$ cat src/rtl/rbpt_pkg.sv
// Shared types and constants for the beacon RSSI proximity tracker.
// Used by every module of the tracker; no dependencies.
`default_nettype none

package rbpt_pkg;

   // Presence states, also the encoding of the presence result field.
   typedef enum logic [1:0] {
      PRES_UNKNOWN  = 2'd0,
      PRES_AWAY     = 2'd1,
      PRES_APPROACH = 2'd2,
      PRES_FEEDER   = 2'd3
   } presence_type;

   typedef enum logic [1:0] {
      KIND_NONE  = 2'd0,
      KIND_UID   = 2'd1,
      KIND_TLM   = 2'd2,
      KIND_OTHER = 2'd3
   } kind_type;

   typedef enum logic {
      OP_REPORT = 1'b0,
      OP_TICK   = 1'b1
   } op_type;

   typedef enum logic [2:0] {
      CSR_TARGET_INSTANCE  = 3'd0,
      CSR_SMOOTHING_WEIGHT = 3'd1,
      CSR_AWAY_LEVEL       = 3'd2,
      CSR_FEEDER_LEVEL     = 3'd3,
      CSR_MARGIN_LEVEL     = 3'd4,
      CSR_WEAK_LEVEL       = 3'd5,
      CSR_LOST_TIMEOUT     = 3'd6,
      CSR_EXIT_DEBOUNCE    = 3'd7
   } csr_index_type;

   localparam int CSR_INDEX_W = 3;
   localparam int CSR_DATA_W  = 48;
   localparam int ADDR_W      = 48;
   localparam int LEVEL_W     = 10;   // a whole-dBm level plus or minus the margin

   // Address compare mask: five leading bytes plus the upper nibble of the last one.
   localparam int          PREFIX_BYTES = 5;
   localparam logic [7:0]  SUFFIX_MASK  = 8'hF0;
   localparam logic [ADDR_W-1:0] MAC_MASK = {{(8*PREFIX_BYTES){1'b1}}, SUFFIX_MASK};

   // Full weight of a new sample in Q0.8.
   localparam logic [8:0] WEIGHT_ONE = 9'd256;

   // Register reset values.
   localparam logic [47:0]        RST_TARGET_INSTANCE  = 48'd0;
   localparam logic [8:0]         RST_SMOOTHING_WEIGHT = 9'd77;
   localparam logic signed [7:0]  RST_AWAY_LEVEL       = -8'sd80;
   localparam logic signed [7:0]  RST_FEEDER_LEVEL     = -8'sd60;
   localparam logic [6:0]         RST_MARGIN_LEVEL     = 7'd5;
   localparam logic signed [7:0]  RST_WEAK_LEVEL       = -8'sd100;
   localparam logic [31:0]        RST_LOST_TIMEOUT     = 32'd10000;
   localparam logic [31:0]        RST_EXIT_DEBOUNCE    = 32'd2000;

   typedef struct packed {
      logic [47:0]        target_instance;
      logic [8:0]         smoothing_weight;
      logic signed [7:0]  away_level;
      logic signed [7:0]  feeder_level;
      logic [6:0]         margin_level;
      logic signed [7:0]  weak_level;
      logic [31:0]        lost_timeout;
      logic [31:0]        exit_debounce;
   } cfg_type;

   // An item after classification in the front end.
   typedef struct packed {
      op_type             operation;
      kind_type           kind;
      logic               instance_match;
      logic [ADDR_W-1:0]  mac;
      logic signed [7:0]  strength;
      logic [15:0]        battery;
   } item_type;

   typedef struct packed {
      presence_type       presence;
      logic               presence_changed;
      logic signed [15:0] average_strength;
      logic [15:0]        battery_reading;
      logic               address_learned;
      logic [31:0]        presence_time;
      logic [31:0]        strength_time;
      logic [31:0]        battery_time;
   } result_type;

endpackage

`default_nettype wire

$ cat src/rtl/rbpt_channel_if.sv
// Valid/ready channel interfaces for tracker requests and responses.
// Does not depend on rbpt_pkg; its field widths are kept in step with it.
`default_nettype none

interface rbpt_req_if;
   logic              valid;
   logic              ready;
   logic              operation;
   logic [1:0]        frame_kind;
   logic [47:0]       frame_instance;
   logic [47:0]       sender_mac;
   logic signed [7:0] signal_strength;
   logic [15:0]       frame_battery;

   modport source (output valid, operation, frame_kind, frame_instance, sender_mac,
                   signal_strength, frame_battery, input ready);
   modport sink   (input valid, operation, frame_kind, frame_instance, sender_mac,
                   signal_strength, frame_battery, output ready);
endinterface

interface rbpt_rsp_if;
   logic               valid;
   logic               ready;
   logic [1:0]         presence;
   logic               presence_changed;
   logic signed [15:0] average_strength;
   logic [15:0]        battery_reading;
   logic               address_learned;
   logic [31:0]        presence_time;
   logic [31:0]        strength_time;
   logic [31:0]        battery_time;

   modport source (output valid, presence, presence_changed, average_strength,
                   battery_reading, address_learned, presence_time, strength_time,
                   battery_time, input ready);
   modport sink   (input valid, presence, presence_changed, average_strength,
                   battery_reading, address_learned, presence_time, strength_time,
                   battery_time, output ready);
endinterface

`default_nettype wire

$ cat src/rtl/beacon_rssi_proximity_tracker_core.sv
// Beacon RSSI proximity tracker: one response item for every request item.
// A request passes through the front register, the queue and the back-end response register.
// Throughput: one item per cycle while the response channel is ready, set by the state
// update in the back end, which holds the average loop.
// Reset (synchronous, active high) restores register defaults, clears all tracker
// state, empties the queue and sets the average to the weak level.
`default_nettype none

module beacon_rssi_proximity_tracker_core #(
   parameter int TIME_WIDTH    = 32,
   parameter int FRACTION_BITS = 8
) (
   input  wire logic                                 clock,
   input  wire logic                                 reset,
   rbpt_req_if.sink                                  req_chan,
   rbpt_rsp_if.source                                rsp_chan,
   input  wire logic                                 csr_write_enable,
   input  wire logic [rbpt_pkg::CSR_INDEX_W-1:0]     csr_index,
   input  wire logic [rbpt_pkg::CSR_DATA_W-1:0]      csr_write_data
);

   rbpt_pkg::cfg_type      cfg_ff, cfg_in;
   logic                   front_valid, front_ready;
   rbpt_pkg::item_type     front_item;
   logic                   queue_valid, queue_ready;
   rbpt_pkg::item_type     queue_item;
   rbpt_pkg::result_type   result;

   always_comb begin
      cfg_in = cfg_ff;
      if (csr_write_enable) begin
         unique case (rbpt_pkg::csr_index_type'(csr_index))
            rbpt_pkg::CSR_TARGET_INSTANCE:  cfg_in.target_instance  = csr_write_data[47:0];
            rbpt_pkg::CSR_SMOOTHING_WEIGHT: cfg_in.smoothing_weight = csr_write_data[8:0];
            rbpt_pkg::CSR_AWAY_LEVEL:       cfg_in.away_level       = csr_write_data[7:0];
            rbpt_pkg::CSR_FEEDER_LEVEL:     cfg_in.feeder_level     = csr_write_data[7:0];
            rbpt_pkg::CSR_MARGIN_LEVEL:     cfg_in.margin_level     = csr_write_data[6:0];
            rbpt_pkg::CSR_WEAK_LEVEL:       cfg_in.weak_level       = csr_write_data[7:0];
            rbpt_pkg::CSR_LOST_TIMEOUT:     cfg_in.lost_timeout     = csr_write_data[31:0];
            rbpt_pkg::CSR_EXIT_DEBOUNCE:    cfg_in.exit_debounce    = csr_write_data[31:0];
            default:                        cfg_in = cfg_ff;
         endcase
      end
   end

   always_ff @(posedge clock) begin
      if (reset) begin
         cfg_ff.target_instance  <= rbpt_pkg::RST_TARGET_INSTANCE;
         cfg_ff.smoothing_weight <= rbpt_pkg::RST_SMOOTHING_WEIGHT;
         cfg_ff.away_level       <= rbpt_pkg::RST_AWAY_LEVEL;
         cfg_ff.feeder_level     <= rbpt_pkg::RST_FEEDER_LEVEL;
         cfg_ff.margin_level     <= rbpt_pkg::RST_MARGIN_LEVEL;
         cfg_ff.weak_level       <= rbpt_pkg::RST_WEAK_LEVEL;
         cfg_ff.lost_timeout     <= rbpt_pkg::RST_LOST_TIMEOUT;
         cfg_ff.exit_debounce    <= rbpt_pkg::RST_EXIT_DEBOUNCE;
      end else begin
         cfg_ff <= cfg_in;
      end
   end

   rbpt_front u_front (
      .clock           (clock),
      .reset           (reset),
      .in_valid        (req_chan.valid),
      .in_ready        (req_chan.ready),
      .operation       (req_chan.operation),
      .frame_kind      (req_chan.frame_kind),
      .frame_instance  (req_chan.frame_instance),
      .sender_mac      (req_chan.sender_mac),
      .signal_strength (req_chan.signal_strength),
      .frame_battery   (req_chan.frame_battery),
      .target_instance (cfg_ff.target_instance),
      .out_valid       (front_valid),
      .out_ready       (front_ready),
      .out_item        (front_item)
   );

   rbpt_queue u_queue (
      .clock      (clock),
      .reset      (reset),
      .push_valid (front_valid),
      .push_ready (front_ready),
      .push_item  (front_item),
      .pop_valid  (queue_valid),
      .pop_ready  (queue_ready),
      .pop_item   (queue_item)
   );

   rbpt_back #(
      .TIME_WIDTH    (TIME_WIDTH),
      .FRACTION_BITS (FRACTION_BITS)
   ) u_back (
      .clock      (clock),
      .reset      (reset),
      .cfg        (cfg_ff),
      .in_valid   (queue_valid),
      .in_ready   (queue_ready),
      .in_item    (queue_item),
      .out_valid  (rsp_chan.valid),
      .out_ready  (rsp_chan.ready),
      .out_result (result)
   );

   assign rsp_chan.presence         = result.presence;
   assign rsp_chan.presence_changed = result.presence_changed;
   assign rsp_chan.average_strength = result.average_strength;
   assign rsp_chan.battery_reading  = result.battery_reading;
   assign rsp_chan.address_learned  = result.address_learned;
   assign rsp_chan.presence_time    = result.presence_time;
   assign rsp_chan.strength_time    = result.strength_time;
   assign rsp_chan.battery_time     = result.battery_time;

endmodule

`default_nettype wire

$ cat src/rtl/rbpt_queue.sv
// Two-entry item queue between the tracker front end and back end.
// Depends on rbpt_pkg for the classified item type.
`default_nettype none

module rbpt_queue (
   input  wire logic               clock,
   input  wire logic               reset,
   input  wire logic               push_valid,
   output logic                    push_ready,
   input  rbpt_pkg::item_type      push_item,
   output logic                    pop_valid,
   input  wire logic               pop_ready,
   output rbpt_pkg::item_type      pop_item
);

   localparam int DEPTH = 2;
   localparam int PTR_W = $clog2(DEPTH);

   rbpt_pkg::item_type     slot_ff [DEPTH];
   logic [PTR_W-1:0]       wr_ptr_ff, wr_ptr_in;
   logic [PTR_W-1:0]       rd_ptr_ff, rd_ptr_in;
   logic [PTR_W:0]         count_ff, count_in;
   logic                   do_push, do_pop;

   assign push_ready = (count_ff != (PTR_W+1)'(DEPTH));
   assign pop_valid  = (count_ff != '0);
   assign pop_item   = slot_ff[rd_ptr_ff];
   assign do_push    = push_valid && push_ready;
   assign do_pop     = pop_valid && pop_ready;

   always_comb begin
      wr_ptr_in = do_push ? wr_ptr_ff + 1'b1 : wr_ptr_ff;
      rd_ptr_in = do_pop ? rd_ptr_ff + 1'b1 : rd_ptr_ff;
      count_in  = count_ff + (PTR_W+1)'(do_push) - (PTR_W+1)'(do_pop);
   end

   always_ff @(posedge clock) begin
      if (reset) begin
         wr_ptr_ff <= '0;
         rd_ptr_ff <= '0;
         count_ff  <= '0;
      end else begin
         wr_ptr_ff <= wr_ptr_in;
         rd_ptr_ff <= rd_ptr_in;
         count_ff  <= count_in;
      end
   end

   always_ff @(posedge clock) begin
      if (do_push) begin
         slot_ff[wr_ptr_ff] <= push_item;
      end
   end

endmodule

`default_nettype wire

$ cat src/rtl/rbpt_front.sv
// Front end of the tracker: accepts request items, matches the UID instance
// against the target and registers the classified item. Depends on rbpt_pkg.
`default_nettype none

module rbpt_front (
   input  wire logic               clock,
   input  wire logic               reset,
   input  wire logic               in_valid,
   output logic                    in_ready,
   input  wire logic               operation,
   input  wire logic [1:0]         frame_kind,
   input  wire logic [47:0]        frame_instance,
   input  wire logic [47:0]        sender_mac,
   input  wire logic signed [7:0]  signal_strength,
   input  wire logic [15:0]        frame_battery,
   input  wire logic [47:0]        target_instance,
   output logic                    out_valid,
   input  wire logic               out_ready,
   output rbpt_pkg::item_type      out_item
);

   logic                  valid_ff, valid_in;
   rbpt_pkg::item_type    item_ff, item_in;
   logic                  take;

   assign in_ready  = !valid_ff || out_ready;
   assign take      = in_valid && in_ready;
   assign out_valid = valid_ff;
   assign out_item  = item_ff;

   always_comb begin
      valid_in               = take || (valid_ff && !out_ready);
      item_in.operation      = rbpt_pkg::op_type'(operation);
      item_in.kind           = rbpt_pkg::kind_type'(frame_kind);
      item_in.instance_match = (frame_instance == target_instance);
      item_in.mac            = sender_mac;
      item_in.strength       = signal_strength;
      item_in.battery        = frame_battery;
   end

   always_ff @(posedge clock) begin
      if (reset) begin
         valid_ff <= 1'b0;
      end else begin
         valid_ff <= valid_in;
      end
   end

   always_ff @(posedge clock) begin
      if (take) begin
         item_ff <= item_in;
      end
   end

endmodule

`default_nettype wire

$ cat src/rtl/rbpt_back.sv
// Back end of the tracker: address learning, battery latch, moving average,
// presence state machine, lost-signal timeout and the response register. Depends on rbpt_pkg.
`default_nettype none

module rbpt_back #(
   parameter int TIME_WIDTH    = 32,
   parameter int FRACTION_BITS = 8
) (
   input  wire logic               clock,
   input  wire logic               reset,
   input  rbpt_pkg::cfg_type       cfg,
   input  wire logic               in_valid,
   output logic                    in_ready,
   input  rbpt_pkg::item_type      in_item,
   output logic                    out_valid,
   input  wire logic               out_ready,
   output rbpt_pkg::result_type    out_result
);

   localparam int AW = 8 + FRACTION_BITS;                // stored average width
   localparam int LW = rbpt_pkg::LEVEL_W + FRACTION_BITS; // threshold width
   localparam int PW = AW + 11;                          // blend sum width
   localparam int CW = (TIME_WIDTH > 32) ? TIME_WIDTH : 32;

   localparam logic signed [AW-1:0] AVG_RESET =
      {rbpt_pkg::RST_WEAK_LEVEL, {FRACTION_BITS{1'b0}}};

   // Architectural state.
   logic [TIME_WIDTH-1:0]        tick_ff, tick_in;
   logic [rbpt_pkg::ADDR_W-1:0]  learned_ff, learned_in;
   logic                         learned_valid_ff, learned_valid_in;
   logic signed [AW-1:0]         avg_ff, avg_in;
   rbpt_pkg::presence_type       presence_ff, presence_in;
   logic                         pending_ff, pending_in;
   logic [TIME_WIDTH-1:0]        exit_start_ff, exit_start_in;
   logic [15:0]                  battery_ff, battery_in;
   logic [TIME_WIDTH-1:0]        change_stamp_ff, change_stamp_in;
   logic [TIME_WIDTH-1:0]        strength_stamp_ff, strength_stamp_in;
   logic [TIME_WIDTH-1:0]        battery_stamp_ff, battery_stamp_in;

   logic                         out_valid_ff, out_valid_in;
   rbpt_pkg::result_type         result_ff, result_in;

   logic                         fire;
   logic                         is_report, learn, target;
   logic [8:0]                   weight;
   logic signed [AW-1:0]         sample, weak_fix, blended, avg_upd;
   logic signed [AW:0]           delta;
   logic signed [PW-1:0]         product, blend_sum;
   logic signed [rbpt_pkg::LEVEL_W-1:0] away_w, feeder_w, margin_w;
   logic signed [LW-1:0]         lo_away, hi_away, feed, lo_feed, avg_cmp;
   logic [TIME_WIDTH-1:0]        lost_diff, exit_diff;
   logic [CW-1:0]                lost_elapsed, exit_elapsed;
   logic                         timed_out;

   assign fire      = in_valid && (!out_valid_ff || out_ready);
   assign in_ready  = !out_valid_ff || out_ready;
   assign out_valid = out_valid_ff;
   assign out_result = result_ff;

   // Classification against the learned address. The report that teaches the
   // address already counts as a target report.
   always_comb begin
      is_report = (in_item.operation == rbpt_pkg::OP_REPORT)
                  && (in_item.kind != rbpt_pkg::KIND_NONE);
      learn     = is_report && (in_item.kind == rbpt_pkg::KIND_UID)
                  && in_item.instance_match && !learned_valid_ff;
      if (learned_valid_ff) begin
         target = is_report
                  && (((in_item.mac ^ learned_ff) & rbpt_pkg::MAC_MASK) == '0);
      end else begin
         target = learn;
      end
   end

   // Moving average avg + w*(sample-avg)/256, rounded to nearest; sample if avg is weak.
   always_comb begin
      weight    = (cfg.smoothing_weight > rbpt_pkg::WEIGHT_ONE)
                  ? rbpt_pkg::WEIGHT_ONE : cfg.smoothing_weight;
      sample    = {in_item.strength, {FRACTION_BITS{1'b0}}};
      weak_fix  = {cfg.weak_level, {FRACTION_BITS{1'b0}}};
      delta     = (AW+1)'(sample) - (AW+1)'(avg_ff);
      product   = $signed({{(PW-9){1'b0}}, weight}) * PW'(delta);
      blend_sum = (PW'(avg_ff) <<< 8) + product + PW'(128);
      blended   = blend_sum[AW+7:8];
      avg_upd   = (avg_ff == weak_fix) ? sample : blended;
   end

   // Thresholds in the average's fixed-point format.
   always_comb begin
      away_w   = rbpt_pkg::LEVEL_W'(cfg.away_level);
      feeder_w = rbpt_pkg::LEVEL_W'(cfg.feeder_level);
      margin_w = $signed({3'b000, cfg.margin_level});
      lo_away  = {away_w - margin_w, {FRACTION_BITS{1'b0}}};
      hi_away  = {away_w + margin_w, {FRACTION_BITS{1'b0}}};
      feed     = {feeder_w, {FRACTION_BITS{1'b0}}};
      lo_feed  = {feeder_w - margin_w, {FRACTION_BITS{1'b0}}};
      avg_cmp  = LW'(avg_upd);
   end

   // Next state of the tracker for the item at the head of the queue.
   always_comb begin
      tick_in           = (in_item.operation == rbpt_pkg::OP_TICK) ? tick_ff + 1'b1 : tick_ff;
      learned_in        = learn ? in_item.mac : learned_ff;
      learned_valid_in  = learned_valid_ff || learn;
      battery_in        = battery_ff;
      battery_stamp_in  = battery_stamp_ff;
      avg_in            = avg_ff;
      strength_stamp_in = strength_stamp_ff;
      presence_in       = presence_ff;
      pending_in        = pending_ff;
      exit_start_in     = exit_start_ff;
      change_stamp_in   = change_stamp_ff;

      // Elapsed times wrap with the tick counter before they are compared.
      exit_diff    = tick_in - exit_start_ff;
      lost_diff    = tick_in - strength_stamp_ff;
      exit_elapsed = CW'(exit_diff);
      lost_elapsed = CW'(lost_diff);

      if (target && (in_item.kind == rbpt_pkg::KIND_TLM)) begin
         battery_in       = in_item.battery;
         battery_stamp_in = tick_in;
      end

      if (target) begin
         avg_in            = avg_upd;
         strength_stamp_in = tick_in;
         unique case (presence_ff) inside
            rbpt_pkg::PRES_UNKNOWN, rbpt_pkg::PRES_AWAY: begin
               if (avg_cmp >= hi_away) begin
                  presence_in = rbpt_pkg::PRES_APPROACH;
               end
            end
            rbpt_pkg::PRES_APPROACH: begin
               if (avg_cmp >= feed) begin
                  presence_in = rbpt_pkg::PRES_FEEDER;
               end else if (avg_cmp < lo_away) begin
                  presence_in = rbpt_pkg::PRES_AWAY;
               end
            end
            default: begin
               // At feeder: a low reading starts the debounce; a later low
               // reading after the debounce interval moves back to approaching.
               if (avg_cmp < lo_feed) begin
                  if (!pending_ff) begin
                     pending_in    = 1'b1;
                     exit_start_in = tick_in;
                  end else if (exit_elapsed >= CW'(cfg.exit_debounce)) begin
                     presence_in = rbpt_pkg::PRES_APPROACH;
                  end
               end else begin
                  pending_in = 1'b0;
               end
            end
         endcase
      end

      // A target report stamps the signal time now, so only an item without
      // one can run out the lost-signal timeout.
      timed_out = !target
                  && ((presence_ff == rbpt_pkg::PRES_APPROACH)
                      || (presence_ff == rbpt_pkg::PRES_FEEDER))
                  && (lost_elapsed > CW'(cfg.lost_timeout));
      if (timed_out) begin
         presence_in = rbpt_pkg::PRES_AWAY;
         avg_in      = weak_fix;
      end

      if (presence_in != presence_ff) begin
         pending_in      = 1'b0;
         change_stamp_in = tick_in;
      end

      result_in.presence         = presence_in;
      result_in.presence_changed = (presence_in != presence_ff);
      result_in.average_strength = 16'(avg_in);
      result_in.battery_reading  = battery_in;
      result_in.address_learned  = learned_valid_in;
      result_in.presence_time    = 32'(change_stamp_in);
      result_in.strength_time    = 32'(strength_stamp_in);
      result_in.battery_time     = 32'(battery_stamp_in);

      out_valid_in = fire || (out_valid_ff && !out_ready);
   end

   always_ff @(posedge clock) begin
      if (reset) begin
         tick_ff           <= '0;
         learned_ff        <= '0;
         learned_valid_ff  <= 1'b0;
         avg_ff            <= AVG_RESET;
         presence_ff       <= rbpt_pkg::PRES_UNKNOWN;
         pending_ff        <= 1'b0;
         exit_start_ff     <= '0;
         battery_ff        <= '0;
         change_stamp_ff   <= '0;
         strength_stamp_ff <= '0;
         battery_stamp_ff  <= '0;
         out_valid_ff      <= 1'b0;
      end else begin
         out_valid_ff <= out_valid_in;
         if (fire) begin
            tick_ff           <= tick_in;
            learned_ff        <= learned_in;
            learned_valid_ff  <= learned_valid_in;
            avg_ff            <= avg_in;
            presence_ff       <= presence_in;
            pending_ff        <= pending_in;
            exit_start_ff     <= exit_start_in;
            battery_ff        <= battery_in;
            change_stamp_ff   <= change_stamp_in;
            strength_stamp_ff <= strength_stamp_in;
            battery_stamp_ff  <= battery_stamp_in;
         end
      end
   end

   always_ff @(posedge clock) begin
      if (fire) begin
         result_ff <= result_in;
      end
   end

endmodule

`default_nettype wire
$ cat src/flat_wrapper.sv
// flat-port wrapper written by rule: the top's interface ports become plain ports
module beacon_rssi_proximity_tracker_core_flat 
#(
   parameter int TIME_WIDTH    = 32,
   parameter int FRACTION_BITS = 8
)
  (clock, reset, csr_write_enable, csr_index, csr_write_data, req_chan_valid, req_chan_operation, req_chan_frame_kind, req_chan_frame_instance, req_chan_sender_mac, req_chan_signal_strength, req_chan_frame_battery, req_chan_ready, rsp_chan_valid, rsp_chan_presence, rsp_chan_presence_changed, rsp_chan_average_strength, rsp_chan_battery_reading, rsp_chan_address_learned, rsp_chan_presence_time, rsp_chan_strength_time, rsp_chan_battery_time, rsp_chan_ready);
  rbpt_req_if req_chan_i ();
  rbpt_rsp_if rsp_chan_i ();
  input  wire logic clock;
  input  wire logic reset;
  input  wire logic csr_write_enable;
  input  wire logic [rbpt_pkg::CSR_INDEX_W-1:0] csr_index;
  input  wire logic [rbpt_pkg::CSR_DATA_W-1:0] csr_write_data;
  input wire logic [$bits(req_chan_i.valid)-1:0] req_chan_valid;
  input wire logic [$bits(req_chan_i.operation)-1:0] req_chan_operation;
  input wire logic [$bits(req_chan_i.frame_kind)-1:0] req_chan_frame_kind;
  input wire logic [$bits(req_chan_i.frame_instance)-1:0] req_chan_frame_instance;
  input wire logic [$bits(req_chan_i.sender_mac)-1:0] req_chan_sender_mac;
  input wire logic [$bits(req_chan_i.signal_strength)-1:0] req_chan_signal_strength;
  input wire logic [$bits(req_chan_i.frame_battery)-1:0] req_chan_frame_battery;
  output wire logic [$bits(req_chan_i.ready)-1:0] req_chan_ready;
  output wire logic [$bits(rsp_chan_i.valid)-1:0] rsp_chan_valid;
  output wire logic [$bits(rsp_chan_i.presence)-1:0] rsp_chan_presence;
  output wire logic [$bits(rsp_chan_i.presence_changed)-1:0] rsp_chan_presence_changed;
  output wire logic [$bits(rsp_chan_i.average_strength)-1:0] rsp_chan_average_strength;
  output wire logic [$bits(rsp_chan_i.battery_reading)-1:0] rsp_chan_battery_reading;
  output wire logic [$bits(rsp_chan_i.address_learned)-1:0] rsp_chan_address_learned;
  output wire logic [$bits(rsp_chan_i.presence_time)-1:0] rsp_chan_presence_time;
  output wire logic [$bits(rsp_chan_i.strength_time)-1:0] rsp_chan_strength_time;
  output wire logic [$bits(rsp_chan_i.battery_time)-1:0] rsp_chan_battery_time;
  input wire logic [$bits(rsp_chan_i.ready)-1:0] rsp_chan_ready;
  assign req_chan_i.valid = req_chan_valid;
  assign req_chan_i.operation = req_chan_operation;
  assign req_chan_i.frame_kind = req_chan_frame_kind;
  assign req_chan_i.frame_instance = req_chan_frame_instance;
  assign req_chan_i.sender_mac = req_chan_sender_mac;
  assign req_chan_i.signal_strength = req_chan_signal_strength;
  assign req_chan_i.frame_battery = req_chan_frame_battery;
  assign req_chan_ready = req_chan_i.ready;
  assign rsp_chan_valid = rsp_chan_i.valid;
  assign rsp_chan_presence = rsp_chan_i.presence;
  assign rsp_chan_presence_changed = rsp_chan_i.presence_changed;
  assign rsp_chan_average_strength = rsp_chan_i.average_strength;
  assign rsp_chan_battery_reading = rsp_chan_i.battery_reading;
  assign rsp_chan_address_learned = rsp_chan_i.address_learned;
  assign rsp_chan_presence_time = rsp_chan_i.presence_time;
  assign rsp_chan_strength_time = rsp_chan_i.strength_time;
  assign rsp_chan_battery_time = rsp_chan_i.battery_time;
  assign rsp_chan_i.ready = rsp_chan_ready;
  beacon_rssi_proximity_tracker_core #(.TIME_WIDTH(TIME_WIDTH), .FRACTION_BITS(FRACTION_BITS)) u_core (.clock(clock), .reset(reset), .req_chan(req_chan_i), .rsp_chan(rsp_chan_i), .csr_write_enable(csr_write_enable), .csr_index(csr_index), .csr_write_data(csr_write_data));
endmodule
$ cat config.mk
export PLATFORM = sky130hd
export DESIGN_NAME = beacon_rssi_proximity_tracker_core_flat
export DESIGN_NICKNAME = d
export VERILOG_FILES = /design/src/rtl/rbpt_pkg.sv /design/src/rtl/rbpt_channel_if.sv /design/src/rtl/beacon_rssi_proximity_tracker_core.sv /design/src/rtl/rbpt_queue.sv /design/src/rtl/rbpt_front.sv /design/src/rtl/rbpt_back.sv /design/src/flat_wrapper.sv
export SDC_FILE = /design/constraint.sdc
export NUM_CORES = 2
export LEC_CHECK = 0
export BUFFER_PORTS_ARGS = -buffer_cell sky130_fd_sc_hd__buf_2
export CAP_MARGIN = 25
export CORE_MARGIN = 3
export CORE_UTILIZATION = 49
export CTS_CLUSTER_DIAMETER = 200
export DETAILED_ROUTE_END_ITERATION = 7
export MAX_ROUTING_LAYER = met4
export PLACE_DENSITY = 0.67
export SYNTH_ARGS = -nofsm -noshare
export SYNTH_HDL_FRONTEND = slang
export SYNTH_HIERARCHICAL = 1
export SYNTH_SLANG_ARGS = --single-unit
$ cat constraint.sdc
create_clock -name clock -period 25.8 [get_ports clock]
set_input_delay 2.58 -clock clock [delete_from_list [all_inputs] [get_ports clock]]
set_output_delay 2.58 -clock clock [all_outputs]
set_load 0.1 [all_outputs]
### Word-level counts from Yosys, hierarchy flattened

Memory sizes are Yosys's and may differ from the RTL's. A register that Yosys moved wholly into a read port is not among the register bits.
Cells that the tools add are included.
Widths: inputs -> output; s select.

* register bits: 610
* RAM bits: 152
* bits of input ports: 179
* output and inout bits: 134
* memories: 1

Memories
* u_core.u_queue.slot_ff: depth 2, width 76, read ports 1, clocked after Yosys merged registers in 1, wr ports 1, RTL line rbpt_queue.sv:19 `rbpt_pkg::item_type slot_ff [DEPTH];`

* add/subtract/negate cells: 13
* multipliers: 1
* $lt $le $gt $ge: 7
* equal/unequal tests: 17
* multiplexer cells: 27
* bitwise gates (word level): 4
* reductions and logical operators: 44

Operator list (count)
* $mux 32: 4
* $mux 16: 4
* $sub 32x32->32: 2
* $eq 48x48->1: 1
* $logic_not 48->1: 1
* $xor 48x48->48: 1
* $lt 16x17->1: 2
* $add 32x1->32 const B: 1
* $ge 32x32->1: 1
* $gt 32x32->1: 1
* $add 24x24->24: 1
* $add 24x9->24 const B: 1
* $mul 10x17->24: 1
* $reduce_and 2->1: 9
* $sub 8x8->9: 2
* $ge 16x17->1: 1
* $sub 16x16->17: 1
* $eq 16x16->1: 1
* $ge 16x16->1: 1
* $mux 2: 8
* $logic_and 1x1->1: 13
* $eq 3x3->1 const B: 4
* $add 8x8->9: 1
* $gt 9x9->1 const B: 1
* 23 further kinds: 50

### Depth between registers and ports, before layout

* depth in word-level cells: 15
* mapped depth: 47
* depth with buffers taken out: 41

### By module

The synthesis kept the hierarchy.

By module, submodules not included
* rbpt_back: instances 1, cells an instance 3256, area each 28229.6 sq um, sequential area each 8788.4 sq um
* beacon_rssi_proximity_tracker_core: instances 1, cells an instance 570, area each 6137.1 sq um, sequential area each 3042.9 sq um
* rbpt_queue: instances 1, cells an instance 265, area each 5745.5 sq um, sequential area each 4664.5 sq um
* rbpt_front: instances 1, cells an instance 145, area each 2847.7 sq um, sequential area each 2302.2 sq um

### Worst setup path after synthesis

No wires, ideal clock.

* path type: flip-flop to flip-flop
* start: reg with a tool-made name
* end: reg u_core.u_back.result_ff (netlist bit u_core/u_back/out_result[64]) (data pin)
* setup time: 0.260 ns
* data arrival time: 9.747 ns
* data required time: 25.540 ns
* path slack: 15.793 ns
* cell stages (with the launch flop): 42
* path buffers: 4
* clock period less this slack: 10.007 ns
* cell sequence: dfxtp_1 > buf_2 > mux2_2 > ha_1 > clkbuf_1 > a21o_1 > nand2_1 > o21ai_0 > or2_2 > a21o_1 > a21oi_1 > xnor2_1 > nand2_1 > fa_1 > inv_1 > fa_1 > fa_1 > fa_1 > [6 not listed] > a21oi_1 > inv_1 > a2111oi_0 > o31ai_1 > xor3_1 > mux2i_2 > inv_1 > ha_1 > nand2b_1 > nand2_1 > a2111oi_0 > a311oi_1 > o21ai_1 > o221ai_1 > nor3b_2 > nor3_2 > buf_2 > mux2_2

RTL lines
* end signal, assigned: RTL line rbpt_back.sv:221 `result_ff <= result_in;`
* end, declared: RTL line rbpt_back.sv:42 `rbpt_pkg::result_type result_ff, result_in;`

==> run_summary.xml <==
<?xml version="1.0" encoding="UTF-8"?>
<metrics>
  <group name="clock_tree">
    <metric name="cts_tree" unit="">built</metric>
    <metric name="clockBufferDepth" unit="">3</metric>
    <metric name="cts.clk_slew.worst_paths" unit="ns">0.06</metric>
    <metric name="tritoncts_num_sinks" unit="">747</metric>
    <metric name="hold_buffers" unit="">0</metric>
    <metric name="clock-root-buffer" unit="">sky130_fd_sc_hd__clkbuf_16</metric>
    <metric name="post_cts.resized_instances" unit="">0</metric>
    <metric name="worst_skew_pair.late_latency" unit="ns">0.65</metric>
    <metric name="cts_buffers" unit="">82</metric>
    <metric name="cts_setup_buffers" unit="">0</metric>
    <metric name="htree_levels" unit="">3</metric>
  </group>
  <group name="sta">
    <metric name="finalCritPeriodShare" unit="">0.467</metric>
    <metric name="post-route-worst-setup-slack" unit="ns">13.75</metric>
    <metric name="post-route-min-period" unit="ns">12.05</metric>
    <metric name="worst_slew_pin_slew" unit="ns">1.11</metric>
    <metric name="timing_max_transition_violations_final" unit="">0</metric>
    <metric name="timing.hold.ws" unit="ns">0.441</metric>
    <metric name="worst_slew_margin_rel" unit="">0.256</metric>
    <metric name="max_clock_skew" unit="ns">0.0398</metric>
    <metric name="finalHoldViolations" unit="">0</metric>
    <metric name="rsz_0062_raised_after_global_routing" unit="">no</metric>
    <metric name="totalNegativeSetupSlack" unit="ns">0</metric>
    <metric name="finalSetupViolCount" unit="">0</metric>
    <metric name="timing.fmax" unit="GHz">0.0830</metric>
  </group>
  <group name="detailed_routing">
    <metric name="detail-route-antenna-nets" unit="">0</metric>
    <metric name="drt_first_iter_violations" unit="">2349</metric>
    <metric name="vias" unit="">30500</metric>
    <metric name="drt_drc" unit="">0</metric>
    <metric name="wire_per_inst" unit="um">19.0</metric>
    <metric name="postRouteWirelength" unit="mm">108</metric>
    <metric name="detail_route.first_pass.iterations" unit="">5</metric>
    <metric name="viasPerCell" unit="">5.38</metric>
  </group>
  <group name="floorplan">
    <metric name="die_y" unit="um">301</metric>
    <metric name="die_footprint" unit="mm^2">0.0904</metric>
    <metric name="num_io_pins" unit="">313</metric>
    <metric name="fp.dieW" unit="um">301</metric>
    <metric name="initial_core_util" unit="">0.497</metric>
    <metric name="core_region_area" unit="mm^2">0.0857</metric>
    <metric name="num_rows" unit="">107</metric>
  </group>
  <group name="setup_path">
    <metric name="crit_path_class" unit="">reg -&gt; reg</metric>
    <metric name="r2r.worst_path.cells" unit="">39</metric>
    <metric name="crit_path_max_incr_delay" unit="ns">0.87</metric>
    <metric name="worst_path_max_delay_cell" unit="">sky130_fd_sc_hd__a2111oi_0</metric>
    <metric name="crit_arrival" unit="ns">12.52</metric>
    <metric name="end_kind" unit="">register</metric>
    <metric name="critPathLaunchType" unit="">register</metric>
    <metric name="crit_path_max_fanout" unit="">33</metric>
    <metric name="required" unit="ns">26.26</metric>
  </group>
  <group name="logic_synthesis">
    <metric name="syn-instance-count" unit="">4220</metric>
    <metric name="yosys_warnings" unit="">6</metric>
    <metric name="post_synth_instance_area" unit="mm^2">0.0426</metric>
    <metric name="syn_area_per_cell" unit="um^2">10.1</metric>
    <metric name="syn_nets" unit="">4767</metric>
  </group>
  <group name="cells_and_area">
    <metric name="drive_gt1_frac" unit="">0.149</metric>
    <metric name="final_core_utilization" unit="">0.558</metric>
    <metric name="nets" unit="">5002</metric>
    <metric name="syn2layout_area_growth" unit="%">12.3</metric>
  </group>
  <group name="global_routing">
    <metric name="grt.total_usage" unit="">0.243</metric>
    <metric name="grt_remaining_overflow" unit="">0</metric>
    <metric name="grt_first_pass_wirelength" unit="mm">167</metric>
    <metric name="grt_antenna_before_repair" unit="">7</metric>
    <metric name="first_global_vias" unit="">29800</metric>
    <metric name="grt_start_max_net_pins" unit="">194</metric>
  </group>
  <group name="worst_hold_path">
    <metric name="worst_hold_path_type" unit="">reg -&gt; reg</metric>
    <metric name="timing.hold.worst_path_depth" unit="">0</metric>
  </group>
  <group name="placed_design">
    <metric name="place_congestion" unit="">0.894</metric>
    <metric name="dpl_worst_slack" unit="ns">14.04</metric>
    <metric name="dp_hpwl" unit="mm">78.0</metric>
    <metric name="place.port_buffers" unit="">308</metric>
  </group>
  <group name="outcome">
    <metric name="outcome" unit="">complete, no violations</metric>
  </group>
  <group name="flow_run">
    <metric name="number_of_maximum_capacitance_constraint_violations" unit="">0</metric>
  </group>
</metrics>
==> layout make-up <==
type	instances	area [um^2]
clock buffer	112	2270
timing repair buffer	341	1820
fill	7554	37900
antenna	4	10.0
inverter	396	1490
clock inverter	40	510
tap	1144	1430
multi-input combinational	2887	21800
sequential	747	18400
==> final timing paths <==
path,start,slack [ns],end
max reg2reg,register,13.75,u_core/u_back/change_stamp_ff[13]
min reg2reg,u_core/u_front/out_item[46],0.44,u_core/u_queue/slot_ff[1][46]
max,register,13.75,u_core/u_back/change_stamp_ff[13]
min,u_core/u_front/out_item[46],0.44,u_core/u_queue/slot_ff[1][46]
==> worst max-delay path, delay by kind of cell, from the launching register on <==
kind	cells	cell delay (ns)
buf+inv	7	1.33
mux	2	0.87
compound gates	12	3.14
xor+xnor	2	0.81
fa+ha+maj	8	3.81
simple gates	8	1.23
flops	1	0.62
==> cell usage in the layout (no fill, tap or decap), types with 137 or more instances in the layout <==
master,count
sky130_fd_sc_hd__edfxtp_1,348
sky130_fd_sc_hd__mux2i_1,165
sky130_fd_sc_hd__ha_1,231
sky130_fd_sc_hd__nand2_1,368
sky130_fd_sc_hd__buf_2,307
sky130_fd_sc_hd__nand2b_1,210
sky130_fd_sc_hd__inv_1,394
sky130_fd_sc_hd__nor2_1,365
sky130_fd_sc_hd__dfxtp_1,398
sky130_fd_sc_hd__a21oi_1,283
sky130_fd_sc_hd__xnor2_1,155
sky130_fd_sc_hd__fa_1,137
==> layer usage <==
metal  wire (um)  vias up  global-route usage
met2       46800      795               0.362
li1            -    14900                   -
met1       50800    14700               0.338
met4        2680        0              0.0625
met3        7720      143              0.0498
met5           0        -                   -
==> per-stage QoR <==
step,instances,cell area (um^2)
finish,5671,47800
global route,5669,47800
CTS,5667,47800
detailed placement,5515,45000
global placement,5514,45000
floorplan,4220,42600
==> state kept, by name (all words and copies together) (netlist names), 2 cells and up, named ones only <==
register and cells:
u_core/cfg_ff 152, u_core/u_back/out_result 132, u_core/u_back/exit_start_ff 32, u_core/u_back/battery_ff 16, u_core/u_back/avg_ff 16, u_core/u_back/change_stamp_ff 32
u_core/u_back/learned_ff 44, u_core/u_queue/slot_ff 144, u_core/u_queue/count_ff 2, u_core/u_front/out_item 72, u_core/u_back/presence_ff 2, u_core/u_back/battery_stamp_ff 32
u_core/u_back/tick_ff 32, u_core/u_back/strength_stamp_ff 32
Power is left out: the tool's default activity adds up to more than one toggle a clock period on the data nets, which glitch-free logic cannot reach.
